<file path="src/rtl/core/gsa_ram.sv">
// gsa_ram: generic single write port, single read port ram with registered read
// no dependencies
`timescale 1ns / 1ps

module gsa_ram #(
   parameter int WIDTH = 8,
   parameter int DEPTH = 256,
   localparam int AddrW = (DEPTH > 1) ? $clog2(DEPTH) : 1
) (
   input  logic             clock,
   input  logic             wr_en,
   input  logic [AddrW-1:0] wr_addr,
   input  logic [WIDTH-1:0] wr_data,
   input  logic             rd_en,
   input  logic [AddrW-1:0] rd_addr,
   output logic [WIDTH-1:0] rd_data
);

   logic [WIDTH-1:0] mem_ff [DEPTH];
   logic [WIDTH-1:0] rd_data_ff;

   always_ff @(posedge clock) begin
      if (wr_en) begin
         mem_ff[wr_addr] <= wr_data;
      end
      if (rd_en) begin
         rd_data_ff <= mem_ff[rd_addr];
      end
   end

   assign rd_data = rd_data_ff;

endmodule

</file>
<file path="config.mk">
export PLATFORM = sky130hd
export DESIGN_NAME = gsa_ram
export DESIGN_NICKNAME = d
export VERILOG_FILES = /design/src/rtl/core/gsa_ram.sv
export SDC_FILE = /design/constraint.sdc
export NUM_CORES = 2
export LEC_CHECK = 0
export BUFFER_PORTS_ARGS = -buffer_cell sky130_fd_sc_hd__buf_4
export CORE_UTILIZATION = 50
export CTS_CLUSTER_SIZE = 20
export DETAILED_ROUTE_END_ITERATION = 7
export PLACE_DENSITY = 0.75
export SLEW_MARGIN = 40
export SYNTH_ARGS = -nofsm -noshare
export SYNTH_HDL_FRONTEND = slang
export SYNTH_SLANG_ARGS = --single-unit
</file>
<file path="constraint.sdc">
create_clock -name clock -period 3.8 [get_ports clock]
set_input_delay 0.76 -clock clock [delete_from_list [all_inputs] [get_ports clock]]
set_output_delay 0.76 -clock clock [all_outputs]
set_load 0.01 [all_outputs]
</file>
==> results_dict.tcl <==
set metrics [dict create \
    fin_crit_sh_pct 83.1 \
    antenna_found_initial 11 \
    ios 35 \
    syn_avg_cell_area_um2 21.3 \
    use_met1_pct 33.7 \
    final-setup-viol-count 0 \
    synth-simple-area-share_pct 2.63 \
    worst_ir_drop_vdd_mv 0.537 \
    clk_pin_slew_ns 0.07 \
    cts_sinks 2056 \
    grt_pass1_vias 40600 \
    via_per_inst 6.41 \
    synth_nets 3760 \
    drive_above_1_share_pct 28.0 \
    synthMuxAreaShare_pct 14.6 \
    drv_slew 0 \
    critPathKind "in2reg" \
    post-place-ws_ns -0.120 \
    post_drt_wl_per_cell_um 30.6 \
    die_x_um 401 \
    r2r-end "rd_data[1]" \
    run_status "finished, final reports clean" \
    end_kind "flop" \
    grt_max_degree 130 \
    cp.arrival_ns 3.71 \
    via_count 40800 \
    synthAdderAreaFrac_pct 0 \
    syn2layout_area_growth_pct 14.4 \
    min_period_ns 3.16 \
    max_freq_ghz 0.317 \
    cts_root_buf "clkbuf_16" \
    synth_flop_cell "edfxtp_1" \
    hold_end "mem_ff[173][3]" \
    first_pass_iters 6 \
    numCtsBuffers 191 \
    ys_seq_area_share_pct 77.5 \
    synth_edf_count 2056 \
    worst_setup_path_start_kind "primary input" \
    synth_area_um2 79600 \
    r2r_cells 6 \
    synth_top_family_by_area "multiplexers" \
    async_reset_ff_share_pct 0 \
    postCtsHoldBufs 0 \
    synthDistinctLibCells 54 \
    hp-class "in2reg" \
    htreeDepth 4 \
    fin_skew_ns 0.0385 \
    ant_nets 0 \
    cts_setup_buffers 0 \
    postPlaceCellArea_um2 84700 \
    cts_tree "built" \
    p_per_area_nw_per_um2 511 \
    path_max_fanout 16 \
    synth-seq-cells 2056 \
    r2r-start "mem_ff[153][1]" \
    rsz0062_at_grt "false" \
    dieArea_um2 161000 \
    place.detailed.hpwl_um 120000 \
    grt_pass1_wl_um 282000 \
    leakage_nw 28.8 \
    whs_path_depth 1 \
    wirelength_um 195000 \
    layout_setup_ws_ns 0.643 \
    cp_data_required_time_ns 4.35 \
    die_h_um 401 \
    grtUsageTotal_pct 24.3 \
    tns_ns 0 \
    remaining_drc_errors 0 \
    grt-ovfl-total 0 \
    drt_iter0_drc 5933 \
    clock_latency_ns 0.83 \
    grt.met2_usage_pct 38.0 \
    portBuffers 34 \
    synth-compound-area-share_pct 3.42 \
    maxCapViolations 0 \
    fin_nets 4163 \
    r2r_setup_slack_ns 0.96 \
    synth.yosys.warnings 0 \
    core_region_area_um2 158000 \
    synthCells 3733 \
    gp_congestion 0.883 \
    synthXorXnorAreaFrac_pct 0 \
    initial_utilization_pct 50.3 \
    slew_headroom_pct 35.7 \
    grt_util_met3_pct 5.62 \
    clock_path_buffers 3 \
    hold_viol_final 0 \
    cts-resized-gates 0 \
    hp-start "wr_data[3]" \
    final_area_um2 91100 \
    top_usage_layer "met2" \
    std_cell_rows 146 \
    worst_slew_pin_slew_ns 0.955 \
]
-- routing by layer --
metal / wire length (µm) / share of wire, % / vias up
li1: - / - / 16500
met1: 72600 / 37 / 21300
met2: 93000 / 48 / 2663
met3: 22500 / 12 / 383
met4: 6930 / 3.6 / 14
met5: 121 / 0.062 / -
-- cells by family after synthesis --
| kind of cell | count (synthesis) |
|---|---|
| DFF | 2056 |
| muxes | 591 |
| and+or+nand+nor | 466 |
| AOI/OAI and AO/OA | 385 |
| buffers and inverters | 235 |
-- stage by stage --
step / total power [W] / instances / hold WS, ns / util, %
2_1_floorplan: 0.0267 / 3733 / 0.859 / -
3_3_place_gp: 0.0278 / 6011 / 1.14 / 53.5
3_5_place_dp: 0.0279 / 6012 / 1.14 / 53.5
4_1_cts: 0.0467 / 6361 / 0.262 / 57.5
5_1_grt: 0.0476 / 6364 / 0.278 / 57.6
6_report: 0.0466 / 6367 / 0.307 / 57.6
-- report_power, final --
part / leakage [nW] / switching (W) / internal (W)
Sequential: 18.5 / 0.0000425 / 0.0250
Clock: 3.02 / 0.00828 / 0.0109
Combinational: 7.27 / 0.00150 / 0.000880
-- layout make-up --
class	count	area, µm²
well taps	2072	2590
multi-input cells	1442	16500
clock inverters	113	1170
flip-flops and latches	2056	61700
inverters	2	7.51
diodes	3	7.51
repair buffers	443	3960
fillers	11000	67100
clock buffers	236	5080
-- state kept, by name (all words and copies together), names as in the netlist --
signal and count:
mem_ff 2048, rd_data 8
-- worst max path at each step --
| stage | start | to | slack, ns | depth (start not counted) |
|---|---|---|---|---|
| final | rd_addr[0] | rd_data[7] | 0.64 | 9 |
| after global routing | rd_addr[0] | rd_data[1] | 0.68 | 9 |
| after CTS | rd_addr[0] | rd_data[1] | 0.76 | 9 |
| after detailed placement | rd_addr[0] | rd_data[1] | -0.12 | 10 |
| after global placement | rd_addr[0] | rd_data[2] | -0.28 | 9 |
| after floorplan | rd_addr[0] | rd_data[2] | 0.96 | 9 |
-- cell usage in the layout (no fill, tap or decap), types with 5 or more instances in the layout --
cell type   count
edfxtp_1     2056
mux4_2        454
buf_4         390
nor2_1        268
clkbuf_16     197
mux2i_1       134
a22oi_1       133
a21oi_1        96
o221ai_1       46
clkinv_1       40
clkbuf_1       39
buf_12         39
nand3_1        34
nand2_1        32
clkinv_2       31
o22ai_1        28
nor2b_1        28
nor3_1         22
nor4_1         21
bufinv_16      20
a211oi_1       16
a221oi_1       13
nor2_2         12
clkinvlp_4     12
nand4_1        10
o211ai_1       10
o21ai_0        10
nand2b_1        8
a22o_1          8
and2_1          6
nor4_2          6
o22a_1          5
buf_8           5
clkbuf_8        5
-- synth_stat cells, drive strengths merged, types with 2 or more instances --
cell | n | area [µm²]
a2111oi | 5 | 52.6
o21ai | 12 | 60.1
nor2 | 282 | 1060
a21oi | 96 | 480
a211oi | 16 | 120
and2 | 6 | 37.5
nor4 | 27 | 188
edfxtp | 2056 | 61700
o22ai | 28 | 175
a22oi | 133 | 998
o221ai | 47 | 418
or2 | 4 | 25.0
a31oi | 2 | 12.5
a311oi | 2 | 17.5
nor3 | 22 | 110
nand2b | 8 | 50.1
a221oi | 14 | 129
clkbuf | 111 | 417
mux2i | 134 | 1340
and3b | 2 | 17.5
nand3b | 2 | 15.0
nand3 | 34 | 170
o32ai | 5 | 51.3
nand4 | 10 | 62.6
o211ai | 10 | 75.1
nand2 | 33 | 124
buf | 122 | 1030
a22o | 8 | 70.1
o22a | 5 | 43.8
nor2b | 31 | 194
mux4 | 456 | 10300
-- worst max-delay path, cell delays in order --
cell     delay (ns)
buf_8          0.13
buf_12         0.22
buf_4          0.31
buf_4          0.38
mux4_2         0.56
a22oi_1        0.28
a21oi_1        0.15
nor4_1         0.80
nor4_1         0.10
Power figures use the tool's default switching activity.
