<file path="config.mk">
export PLATFORM = sky130hd
export DESIGN_NAME = gsa_exec
export DESIGN_NICKNAME = d
export VERILOG_FILES = /design/src/rtl/core/gsa_pkg.sv /design/src/rtl/core/gsa_exec.sv
export SDC_FILE = /design/constraint.sdc
export NUM_CORES = 1
export LEC_CHECK = 0
export CAP_MARGIN = 20
export CORE_ASPECT_RATIO = 1.75
export CORE_MARGIN = 8
export CORE_UTILIZATION = 54
export DETAILED_ROUTE_END_ITERATION = 8
export DONT_BUFFER_PORTS = 1
export PLACE_DENSITY = 0.77
export SYNTH_ARGS = -nofsm -noshare
export SYNTH_HDL_FRONTEND = slang
export SYNTH_SLANG_ARGS = --single-unit
</file>
<file path="constraint.sdc">
create_clock -name vclk -period 2.29
set_input_delay 0.3435 -clock vclk [all_inputs]
set_output_delay 0.3435 -clock vclk [all_outputs]
set_load 0.005 [all_outputs]
</file>
<file path="src/rtl/core/gsa_pkg.sv">
// gsa_pkg: shared types, codes and default sizes for the generational slot allocator
// no dependencies
`timescale 1ns / 1ps

package gsa_pkg;

   // default pool sizing
   localparam int SLOTS_DEF    = 256;
   localparam int GEN_BITS_DEF = 16;

   // fixed field widths
   localparam int ACTION_W = 3;
   localparam int STATUS_W = 2;
   localparam int SERIAL_W = 32;

   typedef enum logic [ACTION_W-1:0] {
      ACT_CREATE      = 3'd0,
      ACT_DESTROY     = 3'd1,
      ACT_CHECK       = 3'd2,
      ACT_LOOKUP      = 3'd3,
      ACT_MARK_DIRTY  = 3'd4,
      ACT_MARK_GRAPH  = 3'd5,
      ACT_CLEAR       = 3'd6
   } action_type;

   localparam logic [STATUS_W-1:0] ST_OK      = 2'd0;
   localparam logic [STATUS_W-1:0] ST_INVALID = 2'd1;
   localparam logic [STATUS_W-1:0] ST_FULL    = 2'd2;

   // state update requests from the decision logic
   typedef struct packed {
      logic gen_we;     // write alive bit and generation of one slot
      logic pop;        // take the top of the free stack
      logic push;       // push a freed slot onto the free stack
      logic alloc_new;  // take the next never-used slot
      logic clear;      // empty the pool
      logic bump;       // advance the change serial
      logic set_dirty;
      logic set_graph;
   } gsa_ctl_type;

endpackage

</file>
<file path="src/rtl/core/gsa_exec.sv">
// gsa_exec: per-word decision logic of the slot allocator
// depends on gsa_pkg
`timescale 1ns / 1ps

module gsa_exec #(
   parameter int SLOTS    = gsa_pkg::SLOTS_DEF,
   parameter int GEN_BITS = gsa_pkg::GEN_BITS_DEF,
   localparam int SlotW   = $clog2(SLOTS),
   localparam int CntW    = SlotW + 1
) (
   input  logic [gsa_pkg::ACTION_W-1:0] action,
   input  logic [SlotW-1:0]             hslot,
   input  logic [GEN_BITS-1:0]          hgen,
   input  logic                         mem_alive,
   input  logic [GEN_BITS-1:0]          mem_gen,
   input  logic [SlotW-1:0]             stack_slot,
   input  logic [GEN_BITS-1:0]          stack_gen,
   input  logic [CntW-1:0]              count,
   input  logic [CntW-1:0]              top,
   output gsa_pkg::gsa_ctl_type         ctl,
   output logic [gsa_pkg::STATUS_W-1:0] status,
   output logic [SlotW-1:0]             rslot,
   output logic [GEN_BITS-1:0]          rgen,
   output logic                         alive,
   output logic [SlotW-1:0]             wr_addr,
   output logic                         wr_alive,
   output logic [GEN_BITS-1:0]          wr_gen
);

   import gsa_pkg::*;

   logic in_range;
   logic live;

   assign in_range = ({1'b0, hslot} < count);
   assign live     = in_range && mem_alive && (mem_gen == hgen);

   always_comb begin
      ctl      = '0;
      status   = ST_OK;
      rslot    = '0;
      rgen     = '0;
      alive    = 1'b0;
      wr_addr  = hslot;
      wr_alive = 1'b0;
      wr_gen   = mem_gen + {{(GEN_BITS-1){1'b0}}, 1'b1};
      case (action_type'(action))
         ACT_CREATE: begin
            if (top != '0) begin
               ctl.pop = 1'b1;
               rslot   = stack_slot;
               rgen    = stack_gen;
            end else if (count < CntW'(SLOTS)) begin
               ctl.alloc_new = 1'b1;
               rslot         = count[SlotW-1:0];
            end else begin
               status = ST_FULL;
            end
            if (status == ST_OK) begin
               ctl.gen_we    = 1'b1;
               ctl.bump      = 1'b1;
               ctl.set_dirty = 1'b1;
               ctl.set_graph = 1'b1;
               wr_addr       = rslot;
               wr_alive      = 1'b1;
               wr_gen        = rgen;
               alive         = 1'b1;
            end
         end
         ACT_DESTROY: begin
            if (live) begin
               ctl.gen_we    = 1'b1;
               ctl.push      = (top < CntW'(SLOTS));
               ctl.bump      = 1'b1;
               ctl.set_dirty = 1'b1;
               ctl.set_graph = 1'b1;
            end else begin
               status = ST_INVALID;
            end
         end
         ACT_CHECK: begin
            alive  = live;
            status = live ? ST_OK : ST_INVALID;
         end
         ACT_LOOKUP: begin
            if (in_range && mem_alive) begin
               rslot = hslot;
               rgen  = mem_gen;
               alive = 1'b1;
            end else begin
               status = ST_INVALID;
            end
         end
         ACT_MARK_DIRTY: begin
            if (live) begin
               ctl.set_dirty = 1'b1;
               ctl.bump      = 1'b1;
               alive         = 1'b1;
            end else begin
               status = ST_INVALID;
            end
         end
         ACT_MARK_GRAPH: begin
            if (live) begin
               ctl.set_graph = 1'b1;
               ctl.bump      = 1'b1;
               alive         = 1'b1;
            end else begin
               status = ST_INVALID;
            end
         end
         ACT_CLEAR: begin
            ctl.clear     = 1'b1;
            ctl.bump      = 1'b1;
            ctl.set_dirty = 1'b1;
            ctl.set_graph = 1'b1;
         end
         default: begin
            status = ST_INVALID;
         end
      endcase
   end

endmodule
</file>
==> run summary <==
The flow ran to the end, and the final reports show no timing, DRC or antenna violations. Of the available clock period, the critical path in the final layout requires 98.7%. sky130_fd_sc_hd__xnor2_1 takes more of the synthesized area than any other cell. The vertical die dimension works out to 82.3 um.

The area share of the largest cell type after synthesis was 20.0%. The number of violations reported at the end of detailed-routing iteration 0 is 28, and the leakage dissipation is 0.675 nW. For the final hold slack, the log shows 760 ps.

Data arrives at the worst endpoint at 1920 ps. Global routing used 20.1% of the available tracks across all layers. Average cell area after synthesis: 6.49 um2.

The category of the critical setup timing path is input pin to primary output. The worst hold path belongs to the class input pin to primary output. In the finished layout, the clock tree contains a buffer count of 0. The post-route netlist has 18.6% of its cells at a drive strength greater than 1. The top cell types in the final layout, fill and taps aside, are 31 x sky130_fd_sc_hd__xnor2_1, 26 x sky130_fd_sc_hd__inv_1, 23 x sky130_fd_sc_hd__nand2_1, 19 x sky130_fd_sc_hd__o21ai_0, 15 x sky130_fd_sc_hd__buf_4.

STA classifies the critical path startpoint as an input pin. The area of the mapped netlist was 0.00136 mm2; the power per cell area was 143 mW/mm2. Setup repair after global routing could not meet its margin everywhere.

The number of different library cells used by synthesis comes to 36. For the final sequential cell count, the log shows 0. The hold buffer count at CTS was 0. After filler insertion, the fill cell instance count of the layout stands at 243.

Synthesis produced a netlist with a net count of 303. The floorplan step defined a die boundary enclosing 0.00443 mm2. The worst-path maximum fanout is 9.

The maximum vdd ir drop is 0.0727 mV, and the relative max-transition margin is 59.2%. The run gives 0 as the count of final max-slew check failures. The leftover overflow at the end of global routing came out at 0. Timing analysis after detailed placement gives a worst setup slack of 24.6 ps. Compared with the post-synthesis result, the final layout area differs by 11.1%.

The number of nets in the layout is 316, and the half-perimeter wire length after placement is 4.39 mm. After detailed routing, the average wire length per cell comes to 20.6 um. The effective utilization at floorplan is 55.8%, and the detailed-router iteration count before antenna repair is 4.

The floorplan has 24 rows. The logs give 1,598 for the routed via count and 0.00243 mm2 for the area of the core region. The logs give 0 for the number of antenna violations at the first check in global routing and 0 for the count of nets left with antenna violations after detail routing. Number of global-route vias before repair: 1,688.

The maximum number of pins on one net before global-route repair was 18. Pin placement for this block handled 146 I/O pins. For this run, design rule violations remaining after detail routing come to 0. The tools report the number of failing hold endpoints at the final stage as 0. The endpoint required time on the critical path was 1950 ps. After synthesis, the cell types taking the most area are sky130_fd_sc_hd__xnor2_1 20%, sky130_fd_sc_hd__o21ai_0 13%, sky130_fd_sc_hd__a21o_2 9.7%. The clock period minus worst slack came out at 2260 ps. The first global-routing pass estimated 7.24 mm of wire. The maximum achievable frequency came out at 0.442 GHz. Once layout is complete, the cells apart from fillers number 246. During synthesis, Yosys emitted a total of 0 warnings. In the routed layout, each cell is associated on average with a via count of 6.50. The most common library cell in the layout ignoring fill and taps was sky130_fd_sc_hd__xnor2_1. The max-cap check violation count came out at 0.

The slack of the critical path is 29.9 ps. The routed design has 5.06 mm of wire. For the pin with the worst max-slew slack, the measured transition is 611 ps.

Routability-driven placement finished with a final weighted congestion of 0.810. The sequential cells in the finished layout cover a total of 0 um2. Port buffering added 0 buffers.

Setup violations remaining at the end of the flow were counted as 0. The cell count after synthesis was 209; the count of inserted antenna diode cells was 0. The worst setup path is captured at a primary output. Summing internal, switching and leakage power gives 215 uW. Die extent in x: 53.9 um. The number of placed instances with taps included came out at 244.

After synthesis, flip-flops and latches occupy 0% of the total area.
[stage by stage]
stage                     instance area, um2  utilization, %  setup TNS, ps
final                                   1510            61.9              0
after global routing                    1510            61.9           -319
after detailed placement                1480            60.8              0
after floorplan                         1360               -              0
after global placement                  1480            60.8              0
after CTS                               1480            60.8              0
[where the power goes]
part / internal, mW / leakage [nW] / switching [mW]
logic: 0.104 / 0.675 / 0.111
registers: 0 / 0 / 0
clock network: 0 / 0 / 0
[cells in the mapped netlist, drive strengths merged, types with 2 or more instances]
| master | number |
|---|---|
| buf | 4 |
| inv | 27 |
| xnor2 | 31 |
| nand2 | 23 |
| a22o | 10 |
| and3 | 2 |
| o21ai | 34 |
| a21o | 18 |
| nor2 | 8 |
| nor4 | 5 |
| nor3 | 4 |
| or3 | 2 |
| clkbuf | 3 |
| ha | 8 |
| nand4 | 6 |
| and4 | 2 |
| a21oi | 3 |
| nand3 | 6 |
[per-layer routing]
metal	GRT usage [%]	wire length [um]
met1	16.9	1460
met2	42.3	2850
met3	5.91	665
met4	3.55	92
met5	0	0
[cell families (layout without fill, tap and decap cells)]
kind of cell             count (synthesis)  in the layout  share of synthesized area (%)
AND/OR/NAND/NOR                         64             64                           26.3
buffers and inverters                   34             45                           10.7
XOR/XNOR                                31             31                           20.0
AO/OA/AOI/OAI                           72             72                           35.6
adder cells (fa/ha/maj)                  8              8                           7.38
[path summary, 6_finish.rpt]
path                   start         end  slack [ps]  depth (start not counted)
setup / recovery      top[3]  wr_addr[2]          30                          6
hold / removal    mem_gen[0]   wr_gen[0]         760                          1
[area by class of cell]
class / count / area (um2) / area share, %
tap: 26 / 32.5 / 2.16
timing repair inverter: 2 / 15.0 / 0.997
timing repair buffer: 16 / 133 / 8.80
inverter: 27 / 105 / 6.98
multi-input combinational: 175 / 1220 / 81.1
[critical path, cell delays in order]
cell,delay [ps]
sky130_fd_sc_hd__or4_4,520
sky130_fd_sc_hd__nor4_4,330
sky130_fd_sc_hd__nor3b_4,300
sky130_fd_sc_hd__buf_12,150
sky130_fd_sc_hd__a22o_1,150
sky130_fd_sc_hd__a21o_1,110
[repair_timing]
| item | CTS | global route |
|---|---|---|
| gates resized for setup | 0 | 20 |
| setup buffers | 0 | 0 |
| endpoints found under the setup margin | 0 | 27 |
Note: power is estimated with default switching activity, not from simulation.
